### src/rtl/lnft_pkg.sv
// Shared types, constants and table lookups for the lightning noise floor tracker.
// No dependencies; imported by every module of the block.
package lnft_pkg;

  localparam int LNFT_HISTORY_DEPTH = 8;
  localparam int TIME_W   = 32;
  localparam int ENERGY_W = 21;
  localparam int DIST_W   = 6;
  localparam int LEVEL_W  = 3;
  localparam int FLOOR_W  = 11;
  localparam int COUNT_W  = 16;
  localparam int RIDX_W   = 3;
  localparam int READ_SPAN_MAX = 8;

  localparam logic [TIME_W-1:0]  HOLDOFF_RESET = 32'd60000;
  localparam logic [TIME_W-1:0]  REDUCE_RESET  = 32'd600000;
  localparam logic [LEVEL_W-1:0] LEVEL_RESET   = 3'd2;
  localparam logic [LEVEL_W-1:0] LEVEL_MAX     = 3'd7;
  localparam logic [COUNT_W-1:0] COUNT_MAX     = 16'hFFFF;

  localparam int IRQ_NOISE     = 0;
  localparam int IRQ_DISTURBER = 2;
  localparam int IRQ_LIGHTNING = 3;

  typedef enum logic [1:0] {
    CMD_POLL     = 2'd0,
    CMD_POLL_IRQ = 2'd1,
    CMD_READ     = 2'd2,
    CMD_CLEAR    = 2'd3
  } lnft_cmd_t;

  typedef enum logic [1:0] {
    CFG_OUTDOOR = 2'd0,
    CFG_HOLDOFF = 2'd1,
    CFG_REDUCE  = 2'd2
  } lnft_cfg_idx_t;

  // raise balance, two's complement, kept in -1..1
  localparam logic [1:0] BAL_NEG  = 2'b11;
  localparam logic [1:0] BAL_ZERO = 2'b00;
  localparam logic [1:0] BAL_POS  = 2'b01;

  typedef struct packed {
    logic [TIME_W-1:0]   stamp;
    logic [ENERGY_W-1:0] energy;
    logic [DIST_W-1:0]   distance;
  } lnft_strike_t;

  typedef struct packed {
    logic              take;
    logic              poll;
    logic              poll_irq;
    logic              noise_hit;
    logic [TIME_W-1:0] now;
  } lnft_poll_t;

  typedef struct packed {
    logic [LEVEL_W-1:0] level;
    logic               out_of_range;
  } lnft_level_t;

  typedef struct packed {
    logic                changed;
    logic [LEVEL_W-1:0]  noise_level;
    logic [FLOOR_W-1:0]  noise_floor_value;
    logic                level_out_of_range;
    logic [COUNT_W-1:0]  disturber_total;
    logic [TIME_W-1:0]   last_disturber_ms;
    logic                hist_valid;
    logic [TIME_W-1:0]   hist_time;
    logic [ENERGY_W-1:0] hist_energy;
    logic [DIST_W-1:0]   hist_distance;
  } lnft_result_t;

  function automatic logic [FLOOR_W-1:0] lnft_floor(input logic [LEVEL_W-1:0] level,
                                                    input logic outdoor);
    logic [FLOOR_W-1:0] v;
    v = '0;
    if (outdoor) begin
      case (level)
        3'd0: v = 11'd390;
        3'd1: v = 11'd630;
        3'd2: v = 11'd860;
        3'd3: v = 11'd1100;
        3'd4: v = 11'd1140;
        3'd5: v = 11'd1570;
        3'd6: v = 11'd1800;
        default: v = 11'd2000;
      endcase
    end else begin
      case (level)
        3'd0: v = 11'd28;
        3'd1: v = 11'd45;
        3'd2: v = 11'd62;
        3'd3: v = 11'd78;
        3'd4: v = 11'd95;
        3'd5: v = 11'd112;
        3'd6: v = 11'd130;
        default: v = 11'd146;
      endcase
    end
    return v;
  endfunction

endpackage

### src/rtl/lnft_cell.sv
// One history cell: holds a strike record and hands it to the next cell on a push.
// Depends on lnft_pkg.
module lnft_cell
  import lnft_pkg::*;
(
  input  logic         clk,
  input  logic         rst,
  input  logic         shift,
  input  logic         clr,
  input  lnft_strike_t prev,
  output lnft_strike_t held
);

  logic [TIME_W-1:0]   stamp;
  logic [ENERGY_W-1:0] energy;
  logic [DIST_W-1:0]   distance;

  // zero time marks an empty entry
  always_ff @(posedge clk) begin
    if (rst) begin
      stamp <= '0;
    end else if (clr) begin
      stamp <= '0;
    end else if (shift) begin
      stamp <= prev.stamp;
    end
  end

  always_ff @(posedge clk) begin
    if (shift) begin
      energy   <= prev.energy;
      distance <= prev.distance;
    end
  end

  assign held = '{stamp: stamp, energy: energy, distance: distance};

endmodule

### src/rtl/lnft_level.sv
// Noise floor level tracker: raise hysteresis, holdoff and reduction timers.
// Depends on lnft_pkg.
module lnft_level
  import lnft_pkg::*;
(
  input  logic              clk,
  input  logic              rst,
  input  lnft_poll_t        poll,
  input  logic [TIME_W-1:0] holdoff,
  input  logic [TIME_W-1:0] reduce,
  output lnft_level_t       cur,
  output lnft_level_t       nxt,
  output logic              bump
);

  logic [LEVEL_W-1:0] level, level_next;
  logic               range_flag, range_flag_next;
  logic [1:0]         balance, balance_next;
  logic [TIME_W-1:0]  last_change, last_raise;
  logic [TIME_W-1:0]  since_raise, since_change;
  logic               raise_ok, reduce_ok;

  assign since_raise  = poll.now - last_raise;
  assign since_change = poll.now - last_change;

  // a raise stamps last_change with now; the !raise_ok term rules out a reduction in the same beat
  assign raise_ok  = poll.take && poll.poll_irq && poll.noise_hit && (since_raise > holdoff);
  assign reduce_ok = poll.take && poll.poll && !raise_ok && (since_change > reduce);

  always_comb begin
    level_next      = level;
    range_flag_next = range_flag;
    balance_next    = balance;
    bump            = 1'b0;
    if (raise_ok) begin
      if (balance == BAL_POS) begin
        bump = 1'b1;
        if (level != LEVEL_MAX) begin
          level_next      = level + 3'd1;
          range_flag_next = 1'b0;
        end else begin
          range_flag_next = 1'b1;
        end
      end else begin
        balance_next = balance + 2'd1;
      end
    end
    if (reduce_ok) begin
      if (balance == BAL_NEG) begin
        bump = 1'b1;
        if (range_flag) begin
          range_flag_next = 1'b0;
        end else if (level != '0) begin
          level_next = level - 3'd1;
        end
      end else begin
        balance_next = balance - 2'd1;
      end
    end
  end

  always_ff @(posedge clk) begin
    if (rst) begin
      level       <= LEVEL_RESET;
      range_flag  <= 1'b0;
      balance     <= BAL_ZERO;
      last_change <= '0;
      last_raise  <= '0;
    end else if (poll.take) begin
      level      <= level_next;
      range_flag <= range_flag_next;
      balance    <= balance_next;
      if (raise_ok) begin
        last_raise  <= poll.now;
        last_change <= poll.now;
      end else if (reduce_ok) begin
        last_change <= poll.now;
      end
    end
  end

  assign cur = '{level: level, out_of_range: range_flag};
  assign nxt = '{level: level_next, out_of_range: range_flag_next};

endmodule

### src/rtl/lnft_out_buf.sv
// Two-entry result register: output stage plus skid stage.
// Depends on lnft_pkg.
module lnft_out_buf
  import lnft_pkg::*;
(
  input  logic         clk,
  input  logic         rst,
  input  logic         push,
  output logic         room,
  input  lnft_result_t d,
  output logic         q_valid,
  input  logic         q_ready,
  output lnft_result_t q
);

  logic         skid_valid;
  lnft_result_t skid;
  logic         pop;

  assign room = !skid_valid;
  assign pop  = q_valid && q_ready;

  always_ff @(posedge clk) begin
    if (rst) begin
      q_valid    <= 1'b0;
      skid_valid <= 1'b0;
    end else if (pop) begin
      q_valid    <= skid_valid || push;
      skid_valid <= 1'b0;
    end else if (!q_valid) begin
      q_valid <= push;
    end else if (push) begin
      skid_valid <= 1'b1;
    end
  end

  always_ff @(posedge clk) begin
    if (pop) begin
      q <= skid_valid ? skid : d;
    end else if (!q_valid) begin
      q <= d;
    end else if (push) begin
      skid <= d;
    end
  end

endmodule

### src/rtl/lightning_noise_floor_tracker_unit.sv
// Top level of the lightning noise floor tracker: config registers, disturber record,
// strike history cell row and result buffer. Depends on lnft_pkg and all lnft_* modules.
// One beat is accepted per clock cycle and its result is registered in the output stage,
// or in the skid stage while an earlier result waits; the two-entry buffer keeps input
// beats flowing while a result waits, and in_ready drops only when both entries are full.
// All state updates complete in the accept cycle, and the strike history is a row of
// HISTORY_DEPTH cells that all shift on the same edge. The config port is always ready.
module lightning_noise_floor_tracker_unit
  import lnft_pkg::*;
#(
  parameter int HISTORY_DEPTH = LNFT_HISTORY_DEPTH
) (
  input  logic                clk,
  input  logic                rst,
  input  logic                in_valid,
  output logic                in_ready,
  input  logic [1:0]          cmd,
  input  logic [TIME_W-1:0]   now_ms,
  input  logic [3:0]          irq_bits,
  input  logic [ENERGY_W-1:0] strike_energy,
  input  logic [DIST_W-1:0]   strike_distance,
  input  logic [RIDX_W-1:0]   read_index,
  output logic                out_valid,
  input  logic                out_ready,
  output logic                changed,
  output logic [LEVEL_W-1:0]  noise_level,
  output logic [FLOOR_W-1:0]  noise_floor_value,
  output logic                level_out_of_range,
  output logic [COUNT_W-1:0]  disturber_total,
  output logic [TIME_W-1:0]   last_disturber_ms,
  output logic                hist_valid,
  output logic [TIME_W-1:0]   hist_time,
  output logic [ENERGY_W-1:0] hist_energy,
  output logic [DIST_W-1:0]   hist_distance,
  input  logic                cfg_valid,
  output logic                cfg_ready,
  input  logic [1:0]          cfg_index,
  input  logic [31:0]         cfg_data
);

  localparam int READ_SPAN = (HISTORY_DEPTH < READ_SPAN_MAX) ? HISTORY_DEPTH : READ_SPAN_MAX;

  logic              outdoor_mode;
  logic [TIME_W-1:0] raise_holdoff_ms;
  logic [TIME_W-1:0] reduce_interval_ms;

  lnft_cmd_t    cmd_c;
  logic         accept, is_poll, is_poll_irq, is_read, is_clear;
  logic         dist_hit, light_hit, push, clr;
  lnft_poll_t   poll;
  lnft_level_t  lvl_cur, lvl_next;
  logic         lvl_bump;

  logic [COUNT_W-1:0] dist_count, dist_count_next;
  logic [TIME_W-1:0]  dist_time, dist_time_next;

  lnft_strike_t cells [HISTORY_DEPTH];
  lnft_strike_t head;
  lnft_strike_t rd;
  logic         rd_hit;

  lnft_result_t res, res_q;

  // config
  assign cfg_ready = 1'b1;

  always_ff @(posedge clk) begin
    if (rst) begin
      outdoor_mode       <= 1'b0;
      raise_holdoff_ms   <= HOLDOFF_RESET;
      reduce_interval_ms <= REDUCE_RESET;
    end else if (cfg_valid) begin
      unique case (lnft_cfg_idx_t'(cfg_index))
        CFG_OUTDOOR: outdoor_mode       <= cfg_data[0];
        CFG_HOLDOFF: raise_holdoff_ms   <= cfg_data;
        CFG_REDUCE:  reduce_interval_ms <= cfg_data;
        default: ;
      endcase
    end
  end

  // command decode
  assign cmd_c       = lnft_cmd_t'(cmd);
  assign accept      = in_valid && in_ready;
  assign is_poll_irq = (cmd_c == CMD_POLL_IRQ);
  assign is_poll     = (cmd_c == CMD_POLL) || is_poll_irq;
  assign is_read     = (cmd_c == CMD_READ);
  assign is_clear    = (cmd_c == CMD_CLEAR);
  assign dist_hit    = is_poll_irq && irq_bits[IRQ_DISTURBER];
  assign light_hit   = is_poll_irq && irq_bits[IRQ_LIGHTNING];
  assign push        = accept && light_hit;
  assign clr         = accept && is_clear;

  assign poll = '{take: accept, poll: is_poll, poll_irq: is_poll_irq,
                  noise_hit: irq_bits[IRQ_NOISE], now: now_ms};

  lnft_level u_level (
    .clk     (clk),
    .rst     (rst),
    .poll    (poll),
    .holdoff (raise_holdoff_ms),
    .reduce  (reduce_interval_ms),
    .cur     (lvl_cur),
    .nxt     (lvl_next),
    .bump    (lvl_bump)
  );

  // disturber record
  always_comb begin
    dist_count_next = dist_count;
    dist_time_next  = dist_time;
    if (is_clear) begin
      dist_count_next = '0;
      dist_time_next  = '0;
    end else if (dist_hit) begin
      dist_time_next = now_ms;
      if (dist_count != COUNT_MAX) begin
        dist_count_next = dist_count + 16'd1;
      end
    end
  end

  always_ff @(posedge clk) begin
    if (rst) begin
      dist_count <= '0;
      dist_time  <= '0;
    end else if (accept) begin
      dist_count <= dist_count_next;
      dist_time  <= dist_time_next;
    end
  end

  // strike history row
  assign head = '{stamp: now_ms, energy: strike_energy, distance: strike_distance};

  for (genvar g = 0; g < HISTORY_DEPTH; g++) begin : g_cell
    lnft_cell u_cell (
      .clk   (clk),
      .rst   (rst),
      .shift (push),
      .clr   (clr),
      .prev  ((g == 0) ? head : cells[(g == 0) ? 0 : g - 1]),
      .held  (cells[g])
    );
  end

  always_comb begin
    rd     = '0;
    rd_hit = 1'b0;
    for (int k = 0; k < READ_SPAN; k++) begin
      if (read_index == RIDX_W'(k)) begin
        rd     = cells[k];
        rd_hit = (cells[k].stamp != '0);
      end
    end
  end

  // result
  always_comb begin
    res.changed            = is_poll && (lvl_bump || dist_hit || light_hit);
    res.noise_level        = lvl_next.level;
    res.noise_floor_value  = lnft_floor(lvl_next.level, outdoor_mode);
    res.level_out_of_range = lvl_next.out_of_range;
    res.disturber_total    = dist_count_next;
    res.last_disturber_ms  = dist_time_next;
    res.hist_valid         = 1'b0;
    res.hist_time          = '0;
    res.hist_energy        = '0;
    res.hist_distance      = '0;
    if (is_read && rd_hit) begin
      res.hist_valid    = 1'b1;
      res.hist_time     = rd.stamp;
      res.hist_energy   = rd.energy;
      res.hist_distance = rd.distance;
    end
  end

  lnft_out_buf u_out_buf (
    .clk     (clk),
    .rst     (rst),
    .push    (accept),
    .room    (in_ready),
    .d       (res),
    .q_valid (out_valid),
    .q_ready (out_ready),
    .q       (res_q)
  );

  assign changed            = res_q.changed;
  assign noise_level        = res_q.noise_level;
  assign noise_floor_value  = res_q.noise_floor_value;
  assign level_out_of_range = res_q.level_out_of_range;
  assign disturber_total    = res_q.disturber_total;
  assign last_disturber_ms  = res_q.last_disturber_ms;
  assign hist_valid         = res_q.hist_valid;
  assign hist_time          = res_q.hist_time;
  assign hist_energy        = res_q.hist_energy;
  assign hist_distance      = res_q.hist_distance;

`ifndef NO_ASSERTIONS
  a_range_at_top: assert property (@(posedge clk) disable iff (rst)
    lvl_cur.out_of_range |-> (lvl_cur.level == LEVEL_MAX))
    else $error("out-of-range flag set below the top level");

  a_clear_empties: assert property (@(posedge clk) disable iff (rst)
    clr |=> (cells[0].stamp == '0) && (dist_count == '0) && (dist_time == '0))
    else $error("clear beat left detection record");

  a_count_monotone: assert property (@(posedge clk) disable iff (rst)
    (accept && !is_clear) |=> (dist_count >= $past(dist_count)))
    else $error("disturber count dropped without clear");

  a_hist_zero: assert property (@(posedge clk) disable iff (rst)
    (out_valid && !hist_valid) |-> (hist_time == '0) && (hist_energy == '0))
    else $error("history fields nonzero without a valid entry");
`endif

endmodule
### config.mk
export PLATFORM = sky130hd
export DESIGN_NAME = lightning_noise_floor_tracker_unit
export DESIGN_NICKNAME = d
export VERILOG_FILES = /design/src/rtl/lnft_pkg.sv /design/src/rtl/lnft_cell.sv /design/src/rtl/lnft_level.sv /design/src/rtl/lnft_out_buf.sv /design/src/rtl/lightning_noise_floor_tracker_unit.sv
export SDC_FILE = /design/constraint.sdc
export NUM_CORES = 2
export LEC_CHECK = 0
export BUFFER_PORTS_ARGS = -buffer_cell sky130_fd_sc_hd__buf_2
export CORE_AREA = 2 2 276 278
export CTS_CLUSTER_SIZE = 8
export DETAILED_ROUTE_END_ITERATION = 7
export DIE_AREA = 0 0 278 280
export PLACE_DENSITY = 0.76
export SLEW_MARGIN = 20
export SYNTH_ARGS = -nofsm -noshare
export SYNTH_HDL_FRONTEND = slang
export SYNTH_SLANG_ARGS = --single-unit
### constraint.sdc
create_clock -name clk -period 9.15 [get_ports clk]
set_input_delay 0 -clock clk [delete_from_list [all_inputs] [get_ports clk]]
set_output_delay 0 -clock clk [all_outputs]
set_load 0.02 [all_outputs]
# After elaboration in Yosys (flattened, before gate mapping)
# Cells that the tools add are included.
dict set report op_classes {
  div_mod_pow 0
  n_lt_le_gt_ge 2
  muxes 53
  shift 0
  add_sub_neg 7
  n_reduce_logical 43
  n_bitwise 1
  n_eq_ne 23
  n_mul 0
}
# cell count
set op_table {}
lappend op_table {{$mux 59} 8}
lappend op_table {{$mux 124} 3}
lappend op_table {{$reduce_bool 32->1} 8}
lappend op_table {{$mux 32} 4}
lappend op_table {{$pmux 11 s7} 1}
lappend op_table {{$gt 32x32->1} 2}
lappend op_table {{$sub 32x32->32} 2}
lappend op_table {{$mux 60} 1}
lappend op_table {{$pmux 8 s7} 1}
lappend op_table {{$mux 16} 3}
lappend op_table {{$eq 3x3->1 const B} 7}
lappend op_table {{$mux 3} 7}
lappend op_table {{$mux 1} 20}
lappend op_table {{$add 16x1->16 const B} 1}
lappend op_table {{$ne 16x16->1 const B} 1}
lappend op_table {{$logic_and 1x1->1} 14}
lappend op_table {{$eq 3x2->1 const B} 4}
lappend op_table {{$reduce_and 2->1} 6}
lappend op_table {{$mux 11} 1}
lappend op_table {{$eq 2x2->1 const B} 4}
lappend op_table {{$mux 2} 4}
lappend op_table {{$eq 2x1->1 const B} 3}
lappend op_table {{$eq 3x1->1 const B} 2}
lappend op_table {{$logic_not 3->1} 2}
lappend op_table {{other kinds (14)} 20}
dict set report word_totals {
  mem_bits_ro 0
  reg_bits 905
  word_cells 185
  latch_bits 0
  input_bits 107
  mem_count 0
  ram_bits 0
}

# Logic depth before layout (Yosys ltp)
dict set report logic_depth {
  word_depth 15
  ltp_mapped 29
  ltp_nobuf 28
}

# Hierarchy
# A second synthesis with hierarchy kept.
dict set report unflattened {
  cells_unflattened 3838
  area_unflattened_um2 42768.5
}
# module cells_each seq_area_each_um2 instances area_per_inst_um2
set modules_own_cells {}
lappend modules_own_cells {lnft_cell 132 1451.4 8 1966.9}
lappend modules_own_cells {lightning_noise_floor_tracker_unit 1355 2262.2 1 10178.5}
lappend modules_own_cells {lnft_out_buf 397 7487.2 1 9265.1}
lappend modules_own_cells {lnft_level 1030 1401.3 1 7589.8}

# Least setup slack after synthesis
# No wires, ideal clock.
dict set report synth_timing {
  kind {register -> register}
  start {register u_out_buf.q_valid}
  end {register u_out_buf.skid[0] in the netlist's numbering (enable)}
  setup_time_ns 0.607
  t_arrival_ns 8.817
  setup_slack_ns -0.274
  required_ns 8.543
  stages_incl_launch_ff 3
  path_cell_list {dfxtp_1 -> nand2_1 -> nor2_1}
}
dict set report synth_between {
  elab_chain_cells 3
}
# item line
set synth_rtl {}
lappend synth_rtl {{start: declaration} lnft_out_buf.sv:11} ;# output logic q_valid,
lappend synth_rtl {{start signal: assignment} lnft_out_buf.sv:28} ;# q_valid <= skid_valid || push;
lappend synth_rtl {{start signal: assignment} lnft_out_buf.sv:31} ;# q_valid <= push;
lappend synth_rtl {{$logic_and 1x1->1} lnft_out_buf.sv:21} ;# assign pop = q_valid && q_ready;
lappend synth_rtl {{$not 1->1 (no line)} --}
lappend synth_rtl {{$reduce_and 3->1 (no line) *} --}
lappend synth_rtl {{end signal: assignment} lnft_out_buf.sv:43} ;# skid <= d;
lappend synth_rtl {{end: declaration} lnft_out_buf.sv:17} ;# lnft_result_t skid;
# Every way passes the cells marked *; elsewhere a longest branch is shown, timed or not.
# A chain may end at the register's enable or synchronous reset.

# Worst setup path in the final report
dict set report layout_timing {
  start {register u_level.last_raise[0]}
  end {register u_level.last_change[8]}
}
dict set report layout_between {
  elab_chain_cells 8
  word_cells_on_any_way 9
}
# item line
set layout_rtl {}
lappend layout_rtl {{start: declaration} lnft_level.sv:19} ;# logic [TIME_W-1:0] last_change, last_raise;
lappend layout_rtl {{start signal: assignment} lnft_level.sv:74} ;# last_raise <= poll.now;
lappend layout_rtl {{$sub 32x32->32 *} lnft_level.sv:23} ;# assign since_raise = poll.now - last_raise;
lappend layout_rtl {{$gt 32x32->1 *} lnft_level.sv:27} ;# assign raise_ok = poll.take && poll.poll_irq && poll.noise_hit && (since_raise > holdoff);
lappend layout_rtl {{$logic_and 1x1->1 *} lnft_level.sv:27}
lappend layout_rtl {{$logic_not 1->1} lnft_level.sv:28} ;# assign reduce_ok = poll.take && poll.poll && !raise_ok && (since_change > reduce);
lappend layout_rtl {{$logic_and 1x1->1 (2 in a row)} lnft_level.sv:28}
lappend layout_rtl {{$reduce_bool 2->1 (no line)} --}
lappend layout_rtl {{$reduce_and 2->1 (no line)} --}
lappend layout_rtl {{end signal: assignment} lnft_level.sv:75} ;# last_change <= poll.now;
lappend layout_rtl {{end signal: assignment} lnft_level.sv:77} ;# last_change <= poll.now;
lappend layout_rtl {{end: declaration} lnft_level.sv:19}
# Marked as above.

==> results by group <==
Routing
  • Via-to-Cell Ratio: 5.91
  • Sum of routed wire length over all layers: 110,000 um
  • Wire per inst: 19.9 um
  • Vias post-DR: between 30,000 and 40,000
  • DRC viols: 0
  • Starting DRT DRC Count: 3,399
  • ANT nets after route: 0
  • Drt pass-1 iters: 6

Layout
  • Ratio of cells with drive above 1 in the final layout: about an eighth
  • Final instance area: ~48,000 um2
  • Commonest non-fill, non-tap cell in the layout: nand2_1
  • Fin nets: between 4,000 and 5,000
  • Core Util, Final: 63.8%
  • Most frequent cells in the layout: nand2_1, a21oi_1, edfxtp_1, dfxtp_1, buf_2
  • Non-Filler Instances: 5,515
  • Area Overhead vs Synth: 17.0%

GRT
  • GRT Overall Usage: 27.8%
  • Largest net degree at the start of global routing: 232
  • Gr ovfl total: 0
  • Vias in the first global route: around 30,000
  • Initial antenna violation count: 6
  • Global-route wire length before repair: 171,000 um

STA
  • Tcrit/Tclk final: 76.6%
  • Max Fclk: ~140 MHz
  • Setup TNS Final: 0 ps
  • Worst Tran Pin Value: ~1200 ps
  • Layout Skew: ~33 ps
  • Minimum clock period: 7010 ps
  • Final setup fails: 0
  • Hold Fails Final Rpt: 0
  • Final WS setup: 2140 ps
  • RSZ-0062 raised after global routing: false
  • Final Max Tran Viols: 0
  • Slew margin rel.: 19.9%

Floorplanning
  • Starting Density: a little over half
  • Die W: 278 um
  • FP Rows: 101
  • DIE HEIGHT: 280 um
  • I/O Pins: 234
  • Die area: 77,800 um2
  • Core area: 75,200 um2

Power
  • Switching fraction of total power: 24.9%
  • Max VDD drop: 0.168 mV
  • Pwr Density: 205 nW/um2
  • Combinational fraction of design power: 10.3%
  • Flop pwr share: 44.8%
  • Leak Pwr: 17.6 nW
  • Clk pwr share: 45.0%
  • Int Pwr: 7.40 mW
  • Switch Pwr: 2.45 mW

Place
  • Post-DP HPWL: between 60,000 and 70,000 um
  • # port buffers: 231
  • Placed Area: approximately 43,000 um2
  • Dpl ws: 2340 ps
  • Routability cong.: 0.904
  • Placed cells: a little over 5,000

Worst setup path
  • Crit path depth: 28
  • Crit-path slowest cell: nand2_2
  • Crit path kind: flip-flop to flip-flop
  • Startpoint Class: flip-flop
  • Arr. time, crit path: 7570 ps
  • Crit path max fanout: 33
  • Critical path required time: 9710 ps
  • Cell family with most CP delay: compound AO/OA/AOI/OAI gates
  • FF-to-FF path depth: 28
  • CP endpoint kind: flip-flop
  • Crit path buf inv count: 4
  • CP peak stage delay: 810 ps

Synthesis
  • Register area share after synthesis: roughly 56%
  • Synth top area share: between 30 and 40%
  • Asr flop ratio synth: 0%
  • Area leader, netlist: edfxtp_1
  • Syn Area/Cell: 9.79 um2
  • Top cells by area, synth: edfxtp_1, dfxtp_1, nand2_1
  • Synthesis warning total: 0
  • Synth Instances: 4,188
  • Cell Area, Synth: 41,000 um2
  • Post-synth EDFFs: 464
  • Unique cell type count in the Yosys netlist: 92
  • Predominant post-synthesis flop cell: edfxtp_1
  • FF+latch count, synth: 905
  • Mapped Nets: 4,427

Status
  • Status: completed

Clock network
  • Reg clk slew, reported paths: 50 ps
  • TritonCTS clock tree: yes
  • Worst-Skew Late Latency: between 700 and 800 ps
  • Root Buffer: clkbuf_16
  • Post-CTS setup repair buffer count: 0
  • H-tree Lvls: 4
  • Clk sink count: 905
  • Max clock buf depth: 3
  • TritonCTS buffer count: 131

Worst hold path
  • Hold Crit Class: primary input to flip-flop
  • Hold path depth: 2

Run
  • Max Cap Viol: 0
==> worst register-to-register path, delay by kind of cell (launching register included) <==
kind | cells | cell delay [ps]
xor gates and xnor gates | 1 | 150
adders and majority gates | 3 | 850
muxes | 1 | 340
and+or+nand+nor | 7 | 1740
AOI/OAI and AO/OA | 12 | 2680
buffers and inverters | 4 | 810
DFF | 1 | 330
==> flip-flops by register name, indices dropped and copies added (netlist names), 2 cells and up <==
| name | cells |
|---|---|
| reduce_interval_ms | 32 |
| u_level.last_change | 32 |
| dist_time | 32 |
| dist_count | 16 |
| u_out_buf.skid | 124 |
| u_level.level | 3 |
| u_level.balance | 2 |
| g_cell.u_cell.stamp | 256 |
| raise_holdoff_ms | 32 |
| g_cell.u_cell.energy | 168 |
| u_out_buf.q | 124 |
| u_level.last_raise | 32 |
| g_cell.u_cell.distance | 48 |
==> power groups by stage <==
| stage | Sequential [mW] | Combinational, mW | Clock, mW |
|---|---|---|---|
| final | 4.41 | 1.01 | 4.43 |
| after global placement | 4.48 | 0.929 | 0 |
| after global routing | 4.41 | 1.11 | 4.65 |
| after floorplan | 4.53 | 0.623 | 0 |
| after CTS | 4.41 | 0.998 | 4.47 |
| after detailed placement | 4.49 | 0.945 | 0 |
==> cells in the mapped netlist (all sizes together) (41+ instances only) <==
library cell,instances
a21o,46
a21oi,579
buf,42
clkbuf,214
dfxtp,441
edfxtp,464
ha,130
inv,158
mux2,65
mux2i,92
nand2,1114
nor2,172
nor4,64
o21ai,102
xnor2,41
==> layer usage <==
metal	up-vias	part of all wire [%]	GRT usage, %
met3	289	8.2	5.85
met4	8	3.9	12.1
li1	15300	-	-
met5	-	0.046	0
met1	15600	42	37.5
met2	1394	46	43.7
==> path summary, 6_finish.rpt <==
check,start,to,slack [ps]
hold / removal,strike_energy[9],g_cell[0].u_cell.energy[9],40
setup / recovery,u_level.last_raise[0],u_level.last_change[8],2140
setup reg to reg,u_level.last_raise[0],u_level.last_change[8],2140
hold reg to reg,g_cell[3].u_cell.energy[7],g_cell[4].u_cell.energy[7],430
==> area by class of cell <==
class,instances,area (um2)
tap,978,1220
timing repair buffer,403,2840
clock buffer,187,3510
inverter,160,608
sequential,905,22800
clock inverter,13,250
fill,5768,27200
multi-input combinational,2867,16700
antenna,2,5.00
==> logic make-up (layout without fill, tap and decap cells) <==
logic type | after synthesis | in the layout | synth area share, %
AOI/OAI and AO/OA | 951 | 951 | 13.8
xor gates and xnor gates | 74 | 74 | 1.58
adders and majority gates | 132 | 132 | 4.07
buffers and inverters | 416 | 763 | 3.89
DFF | 905 | 905 | 55.5
muxes | 189 | 189 | 5.79
other | 1 | 3 | 0.00915
and+or+nand+nor | 1520 | 1520 | 15.3
==> what timing repair did <==
item                      in CTS  in global routing
hold buffers                 132                  0
resized for setup              0                  0
hold endpoints to repair     305                  0
==> per-stage QoR <==
stage          power (mW)  hold WS, ps
3_5_place_dp         5.43          179
3_3_place_gp         5.41          177
4_1_cts              9.87         2.67
6_report             9.85         39.1
2_1_floorplan        5.15         96.0
5_1_grt              10.2         22.4
Note: power is estimated with default switching activity, not from simulation.
